File: src/hw/rtl/positional_list_buffer_top_defines.svh
// Assertion macros shared by the positional list buffer RTL.
`ifndef POSITIONAL_LIST_BUFFER_TOP_DEFINES_SVH
`define POSITIONAL_LIST_BUFFER_TOP_DEFINES_SVH

// Clocked property with explicit clock and reset.
`define PLB_ASSERT_CLK(clk_s, rst_s, lbl, prop) \
  lbl: assert property (@(posedge clk_s) disable iff (rst_s) (prop)) \
    else $error("positional list buffer check failed");

// Clocked property on the block clock and reset.
`define PLB_ASSERT(lbl, prop) `PLB_ASSERT_CLK(clk, rst, lbl, prop)

`endif

File: src/hw/rtl/plb_pkg.sv
// Package: constants, codes and types of the positional list buffer.
`timescale 1ns / 1ps
`default_nettype none
package plb_pkg;

  localparam int CAPACITY   = 32;
  localparam int DUMP_LIMIT = 32;
  localparam int IDX_W      = (CAPACITY > 1) ? $clog2(CAPACITY) : 1;
  localparam int CNT_W      = $clog2(CAPACITY + 1);
  localparam int POS_W      = 6;
  localparam int LEN_W      = 6;
  localparam int DIDX_W     = 5;
  localparam int DATA_W     = 32;
  localparam int CMP_W      = (CNT_W > POS_W) ? CNT_W : POS_W;

  typedef enum logic [1:0] {
    K_INSERT = 2'd0,
    K_DELETE = 2'd1,
    K_UPDATE = 2'd2,
    K_DUMP   = 2'd3
  } kind_t;

  typedef enum logic [1:0] {
    ST_OK      = 2'd0,
    ST_INVALID = 2'd1,
    ST_EMPTY   = 2'd2,
    ST_FULL    = 2'd3
  } status_t;

  typedef enum logic [5:0] {
    S_IDLE    = 6'b000001,
    S_SH_RD   = 6'b000010,
    S_SH_WR   = 6'b000100,
    S_DUMP_RD = 6'b001000,
    S_DUMP_WR = 6'b010000,
    S_DONE    = 6'b100000
  } state_t;

endpackage
`default_nettype wire

File: src/hw/rtl/positional_list_buffer_top.sv
// Top level: ordered word list held in one synchronous memory with shift sequencer.
//
// Usage: requests enter on in_valid/in_stall carrying kind, position and value.
// Results leave on out_valid/out_stall through one output register; a request
// is taken only while the block is idle and that register is free or draining.
// Sequence from acceptance to the result being loaded:
//   invalid position, full store, update, empty dump: the result is loaded
//   at the accepting edge itself.
//   insert and delete: each entry between the position and the end of the list
//   is moved by a read and then a write-back on the single memory port pair,
//   one entry at a time; insert then writes the new word into the opened hole,
//   and the result is loaded once the output register is free.
//   dump: each entry emitted is a memory read, then a load of the output
//   register, up to 32 entries; the final one carries last.
// Reset clears the state, the entry count and out_valid; the memory is not
// cleared, since only entries below the count are ever read.
// While the receiver stalls, the current result holds and the sequencer waits
// before loading the next one; no new request is taken until the work ends.
`timescale 1ns / 1ps
`default_nettype none
`include "positional_list_buffer_top_defines.svh"
module positional_list_buffer_top
  import plb_pkg::*;
(
  input  wire logic                     clk,
  input  wire logic                     rst,
  input  wire logic                     in_valid,
  output logic                          in_stall,
  input  wire logic [1:0]               kind,
  input  wire logic [POS_W-1:0]         position,
  input  wire logic signed [DATA_W-1:0] value,
  output logic                          out_valid,
  input  wire logic                     out_stall,
  output logic [1:0]                    status,
  output logic signed [DATA_W-1:0]      entry_value,
  output logic [DIDX_W-1:0]             entry_index,
  output logic                          last,
  output logic [LEN_W-1:0]              length
);

  logic [DATA_W-1:0] mem [CAPACITY];
  logic              mem_we;
  logic [IDX_W-1:0]  mem_waddr;
  logic [DATA_W-1:0] mem_wdata;
  logic              mem_re;
  logic [IDX_W-1:0]  mem_raddr;
  logic [DATA_W-1:0] rd_data;

  state_t             state, state_next;
  logic [CNT_W-1:0]   count, count_next;
  logic               op_del, op_del_next;
  logic [IDX_W-1:0]   pos_r, pos_r_next;
  logic [DATA_W-1:0]  val_r, val_r_next;
  logic [IDX_W-1:0]   idx, idx_next;
  logic [DIDX_W-1:0]  dump_idx, dump_idx_next;
  logic [DIDX_W-1:0]  dump_end, dump_end_next;
  logic               out_valid_next;
  status_t            res_status, res_status_next;
  logic [DATA_W-1:0]  res_value, res_value_next;
  logic [DIDX_W-1:0]  res_index, res_index_next;
  logic               res_last, res_last_next;
  logic [LEN_W-1:0]   res_len, res_len_next;

  logic              in_acc;
  logic              out_free;
  logic [CMP_W-1:0]  ext_count;
  logic [CMP_W-1:0]  ext_pos;

  assign out_free  = !out_valid || !out_stall;
  assign in_stall  = (state != S_IDLE) || !out_free;
  assign in_acc    = in_valid && !in_stall;
  assign ext_count = CMP_W'(count);
  assign ext_pos   = CMP_W'(position);

  // Entry store: one write and one registered read per cycle.
  always_ff @(posedge clk) begin
    if (mem_we) begin
      mem[mem_waddr] <= mem_wdata;
    end
    if (mem_re) begin
      rd_data <= mem[mem_raddr];
    end
  end

  always_comb begin
    state_next      = state;
    count_next      = count;
    op_del_next     = op_del;
    pos_r_next      = pos_r;
    val_r_next      = val_r;
    idx_next        = idx;
    dump_idx_next   = dump_idx;
    dump_end_next   = dump_end;
    out_valid_next  = out_valid && out_stall;
    res_status_next = res_status;
    res_value_next  = res_value;
    res_index_next  = res_index;
    res_last_next   = res_last;
    res_len_next    = res_len;
    mem_we          = 1'b0;
    mem_waddr       = idx;
    mem_wdata       = rd_data;
    mem_re          = 1'b0;
    mem_raddr       = idx;

    unique case (state)
      S_IDLE: begin
        if (in_acc) begin
          res_value_next = '0;
          res_index_next = '0;
          res_last_next  = 1'b1;
          res_len_next   = LEN_W'(count);
          unique case (kind_t'(kind))
            K_INSERT: begin
              if (ext_pos > ext_count) begin
                out_valid_next  = 1'b1;
                res_status_next = ST_INVALID;
              end else if (count == CNT_W'(CAPACITY)) begin
                out_valid_next  = 1'b1;
                res_status_next = ST_FULL;
              end else begin
                op_del_next = 1'b0;
                pos_r_next  = IDX_W'(position);
                val_r_next  = value;
                idx_next    = IDX_W'(count);
                state_next  = S_SH_RD;
              end
            end
            K_DELETE: begin
              if (ext_pos >= ext_count) begin
                out_valid_next  = 1'b1;
                res_status_next = ST_INVALID;
              end else begin
                op_del_next = 1'b1;
                idx_next    = IDX_W'(position);
                state_next  = S_SH_RD;
              end
            end
            K_UPDATE: begin
              out_valid_next = 1'b1;
              if (ext_pos >= ext_count) begin
                res_status_next = ST_INVALID;
              end else begin
                mem_we          = 1'b1;
                mem_waddr       = IDX_W'(position);
                mem_wdata       = value;
                res_status_next = ST_OK;
              end
            end
            K_DUMP: begin
              if (count == '0) begin
                out_valid_next  = 1'b1;
                res_status_next = ST_EMPTY;
              end else begin
                dump_idx_next = '0;
                dump_end_next = (ext_count > CMP_W'(DUMP_LIMIT)) ?
                                DIDX_W'(DUMP_LIMIT - 1) :
                                DIDX_W'(ext_count - CMP_W'(1));
                state_next    = S_DUMP_RD;
              end
            end
            default: state_next = S_IDLE;
          endcase
        end
      end

      S_SH_RD: begin
        if (op_del) begin
          if (idx == IDX_W'(count - CNT_W'(1))) begin
            count_next = count - CNT_W'(1);
            state_next = S_DONE;
          end else begin
            mem_re     = 1'b1;
            mem_raddr  = idx + IDX_W'(1);
            state_next = S_SH_WR;
          end
        end else begin
          if (idx == pos_r) begin
            // Hole is open: drop the new word in.
            mem_we     = 1'b1;
            mem_waddr  = pos_r;
            mem_wdata  = val_r;
            count_next = count + CNT_W'(1);
            state_next = S_DONE;
          end else begin
            mem_re     = 1'b1;
            mem_raddr  = idx - IDX_W'(1);
            state_next = S_SH_WR;
          end
        end
      end

      S_SH_WR: begin
        // Write back the neighbor read last cycle; the next read never hits this entry.
        mem_we     = 1'b1;
        mem_waddr  = idx;
        mem_wdata  = rd_data;
        idx_next   = op_del ? (idx + IDX_W'(1)) : (idx - IDX_W'(1));
        state_next = S_SH_RD;
      end

      S_DUMP_RD: begin
        mem_re     = 1'b1;
        mem_raddr  = IDX_W'(dump_idx);
        state_next = S_DUMP_WR;
      end

      S_DUMP_WR: begin
        if (out_free) begin
          out_valid_next  = 1'b1;
          res_status_next = ST_OK;
          res_value_next  = rd_data;
          res_index_next  = dump_idx;
          res_last_next   = (dump_idx == dump_end);
          res_len_next    = LEN_W'(count);
          if (dump_idx == dump_end) begin
            state_next = S_IDLE;
          end else begin
            dump_idx_next = dump_idx + DIDX_W'(1);
            state_next    = S_DUMP_RD;
          end
        end
      end

      S_DONE: begin
        if (out_free) begin
          out_valid_next  = 1'b1;
          res_status_next = ST_OK;
          res_value_next  = '0;
          res_index_next  = '0;
          res_last_next   = 1'b1;
          res_len_next    = LEN_W'(count);
          state_next      = S_IDLE;
        end
      end

      default: state_next = S_IDLE;
    endcase
  end

  always_ff @(posedge clk) begin
    if (rst) begin
      state     <= S_IDLE;
      count     <= '0;
      out_valid <= 1'b0;
    end else begin
      state     <= state_next;
      count     <= count_next;
      out_valid <= out_valid_next;
    end
  end

  always_ff @(posedge clk) begin
    op_del     <= op_del_next;
    pos_r      <= pos_r_next;
    val_r      <= val_r_next;
    idx        <= idx_next;
    dump_idx   <= dump_idx_next;
    dump_end   <= dump_end_next;
    res_status <= res_status_next;
    res_value  <= res_value_next;
    res_index  <= res_index_next;
    res_last   <= res_last_next;
    res_len    <= res_len_next;
  end

  assign status      = res_status;
  assign entry_value = res_value;
  assign entry_index = res_index;
  assign last        = res_last;
  assign length      = res_len;

  `PLB_ASSERT(a_count_bound, count <= CNT_W'(CAPACITY))
  `PLB_ASSERT(a_busy_stalls, (state != S_IDLE) |-> in_stall)
  `PLB_ASSERT(a_wr_after_rd, (state == S_SH_WR) |-> ($past(state) == S_SH_RD))
  `PLB_ASSERT(a_full_refused,
    (in_acc && (kind_t'(kind) == K_INSERT) && (count == CNT_W'(CAPACITY))
     && (ext_pos <= ext_count)) |=> (out_valid && (res_status == ST_FULL)
     && $stable(count)))

endmodule
`default_nettype wire
File: config.mk
export PLATFORM = sky130hd
export DESIGN_NAME = positional_list_buffer_top
export DESIGN_NICKNAME = d
export VERILOG_FILES = /design/src/hw/rtl/plb_pkg.sv /design/src/hw/rtl/positional_list_buffer_top.sv
export VERILOG_INCLUDE_DIRS = /design/src /design/src/hw/rtl
export SDC_FILE = /design/constraint.sdc
export NUM_CORES = 2
export LEC_CHECK = 0
export BUFFER_PORTS_ARGS = -buffer_cell sky130_fd_sc_hd__buf_2
export CAP_MARGIN = 10
export CELL_PAD_IN_SITES_DETAIL_PLACEMENT = 1
export CELL_PAD_IN_SITES_GLOBAL_PLACEMENT = 1
export CORE_UTILIZATION = 53
export DETAILED_ROUTE_END_ITERATION = 8
export GPL_ROUTABILITY_DRIVEN = 0
export PLACE_DENSITY_LB_ADDON = 0.3
export SYNTH_ARGS = -nofsm -noshare
export SYNTH_HDL_FRONTEND = slang
export SYNTH_SLANG_ARGS = --single-unit
File: constraint.sdc
create_clock -name clk -period 5.7 [get_ports clk]
set_clock_uncertainty 0.15 [all_clocks]
set_input_delay 0.855 -clock clk [delete_from_list [all_inputs] [get_ports clk]]
set_output_delay 0.855 -clock clk [all_outputs]
set_load 0.02 [all_outputs]
==> run summary <==
status: finished clean
mux cell area share after synthesis: 0.0222
CP max-delay cell: nor2_4
DIE WIDTH: 300 um
Detailed Routing Iterations Pass 1: 7
register area: 34900 um^2
GRT Residual Overflow: 0
Tot Pwr: 22.0 mW
initial core utilization: 0.534
library cells used by synthesis: 79
total core area: 88200 um^2
xor/xnor share of the synthesized area: 0.00587
num ports: 92
CTS hold repair buffers: 0
die height: 300 um
prevailing post-synth register cell: edfxtp_1
worst path bufs/invs: 2
GRT Resource Usage Total: 0.330
initial drt markers: 3690
Least-Margin Pin Slew: 1.10 ns
FP Rows: 109
Synth Register Bits: 1168
first-pass GRT wire length: 217 mm
Lkg Pwr: 18.3 nW
postcts setup bufs: 0
fin nets: 3569
Critical Path Sink Type: flip-flop
Synth Area in Adders: 0.00292
VDD IR max: 0.396 mV
Routed wire per std cell: 31.1 um
Worst Path Max Fanout: 21
syn avg cell area: 13.8 um^2
worst endpoint required time: 5.96 ns
post-synthesis cell count: 3407
worst slack at placement: 0.703 ns
initial antenna violation count: 3
async set-or-reset flop fraction in the synthesized netlist: 0
area of the mapped netlist: 47100 um^2
CTS H-Tree Depth: 3
later-pin clock latency in the skew report: 0.70 ns
RSZ-0062 raised after global routing: no
Resized Gates After CTS: 0
EDFF count, synth: 1155
final worst path period share: 0.867
vias per std cell: 6.56
DRC: 0
final worst path period need: 4.94 ns
vias in the first global route: 33.0k
Port Buffers: 91
die footprint: 90100 um^2
max incr delay on CP: 0.85 ns
Setup TNS: 0 ns
root buf cell: clkbuf_16
Setup Viol. Count Final: 0
Crit Path Class: reg2reg
post-route ant nets: 0
Critical Path, Cell by Cell: inv_1 > ha_1 > xnor2_1 > a311oi_1 > o2111a_2 > a2bb2oi_1 > o221ai_4 > buf_4 > nor2_4 > a221oi_1 > a21oi_1 > a211oi_2
Min-Delay Path Class: in2reg
clock slew at reported path FFs: 0.06 ns
WL final: 148 mm
commonest non-fill, non-tap cell in the layout: edfxtp_1
largest net degree at the start of global routing: 146
largest family of logic cells by synthesized area: simple AND/OR/NAND/NOR gates
Slew Limit Fails: 0
CP Data Arrival Time: 5.20 ns
highest-count cells in the layout ignoring fill and taps: 1155 x edfxtp_1, 763 x nand2_1, 223 x nand3_1
Power Dens Cells: 412 nW/um^2
DR vias: 31.3k
Sinks on Clock Net: 1168
syn_nets: 3462
Startpoint Class: flip-flop
Fmax: 202 MHz
Final Hold Vio Count: 0
sequential area share after synthesis: 0.741
Final Util: 0.607
synth warn: 0
fin worst setup slack: 0.756 ns
share of cells above drive strength 1: 0.133
simple-gate share of the synthesized area: 0.124
Num CTS Buffers: 117
multi-input logic area: 11400 um^2
CTS tree: done
Fill cells: 8219
Area Growth Syn to Fin: 13.6%
CTS max path bufs: 3
worst relative slew slack: 0.263
DP Wirelength: 85.9 mm
Compound-Gate Fraction of Synth Area: 0.0796
critical path's top delay family: compound AO/OA/AOI/OAI gates
max_cap viols: 0
==> registers in the layout, indices dropped and copies added (netlist names), 2 cells and up <==
| signal | cells |
|---|---|
| rd_data | 32 |
| count | 6 |
| entry_index | 5 |
| dump_idx | 5 |
| entry_value | 32 |
| length | 6 |
| dump_end | 5 |
| idx | 5 |
| mem | 1024 |
| status | 2 |
| val_r | 32 |
| pos_r | 5 |
| state | 6 |
==> metal layers <==
| layer | wire length (um) | GRT usage | share of wire |
|---|---|---|---|
| met1 | 55200 | 0.425 | 0.37 |
| met2 | 73200 | 0.546 | 0.49 |
| met3 | 13400 | 0.0650 | 0.091 |
| met4 | 6590 | 0.142 | 0.044 |
| met5 | 27 | 0 | 0.00018 |
==> path summary, 6_finish.rpt <==
kind	from	end	slack, ns	depth (start not counted)
worst max-delay path	count[0]	rd_data[19]	0.76	12
worst min register to register	count[5]	length[5]	0.38	0
worst max register to register	count[0]	rd_data[19]	0.76	12
worst min-delay path	value[19]	val_r[19]	0.20	1
==> area by class of cell <==
cell class	count	area share
clock inverter	64	0.0123
sequential	1168	0.653
multi-input combinational	1991	0.214
clock buffer	152	0.0593
inverter	17	0.00119
antenna	1	0.0000468
tap	1165	0.0272
timing repair buffer	219	0.0332
==> per-stage QoR <==
| stage | std cells | hold WS [ns] | instance area, um^2 |
|---|---|---|---|
| after floorplan | 3407 | 0.253 | 47100 |
| after global placement | 4560 | 0.366 | 49700 |
| after detailed placement | 4560 | 0.371 | 49700 |
| after CTS | 4776 | 0.174 | 53500 |
| after global routing | 4777 | 0.188 | 53500 |
| final | 4777 | 0.205 | 53500 |
==> cell families (layout without fill, tap and decap cells) <==
kind of cell / after synthesis / count (layout)
AO/OA/AOI/OAI: 541 / 541
XOR/XNOR: 30 / 30
adder cells (fa/ha/maj): 11 / 11
buffers and inverters: 248 / 452
flip-flops: 1168 / 1168
multiplexers: 103 / 103
other: 0 / 1
AND/OR/NAND/NOR: 1306 / 1306
==> power by group <==
| group | internal [mW] | switching, mW | leakage [nW] |
|---|---|---|---|
| clock | 4.49 | 3.29 | 1.86 |
| combinational | 1.21 | 3.10 | 5.92 |
| sequential | 9.86 | 0.104 | 10.5 |
==> Yosys cell counts (all sizes together), types with 3 or more instances <==
cell / n / area share
nand2: 766 / 0.061
a2111oi: 3 / 0.00082
a21oi: 120 / 0.013
clkbuf: 127 / 0.010
xor2: 10 / 0.0019
inv: 16 / 0.0013
a31oi: 125 / 0.017
nor2: 64 / 0.0052
a32oi: 4 / 0.00074
a211oi: 33 / 0.0083
and3: 161 / 0.021
nand2b: 8 / 0.0011
a21o: 6 / 0.00096
nand3b: 3 / 0.00048
or3: 4 / 0.00053
nor3: 12 / 0.0013
a22o: 4 / 0.00074
nor4: 5 / 0.0011
o22ai: 62 / 0.0082
a22oi: 66 / 0.011
xnor2: 19 / 0.0035
edfxtp: 1155 / 0.74
o21ai: 19 / 0.0020
and2: 10 / 0.0014
a21boi: 3 / 0.00048
o21a: 4 / 0.00064
dfxtp: 13 / 0.0055
ha: 11 / 0.0029
mux2i: 100 / 0.021
a221oi: 31 / 0.0060
o211ai: 37 / 0.0060
a311oi: 4 / 0.00074
nor2b: 7 / 0.00093
nor3b: 3 / 0.00072
buf: 104 / 0.012
nand4: 34 / 0.0045
nand3: 223 / 0.024
Power figures use the tool's default switching activity.
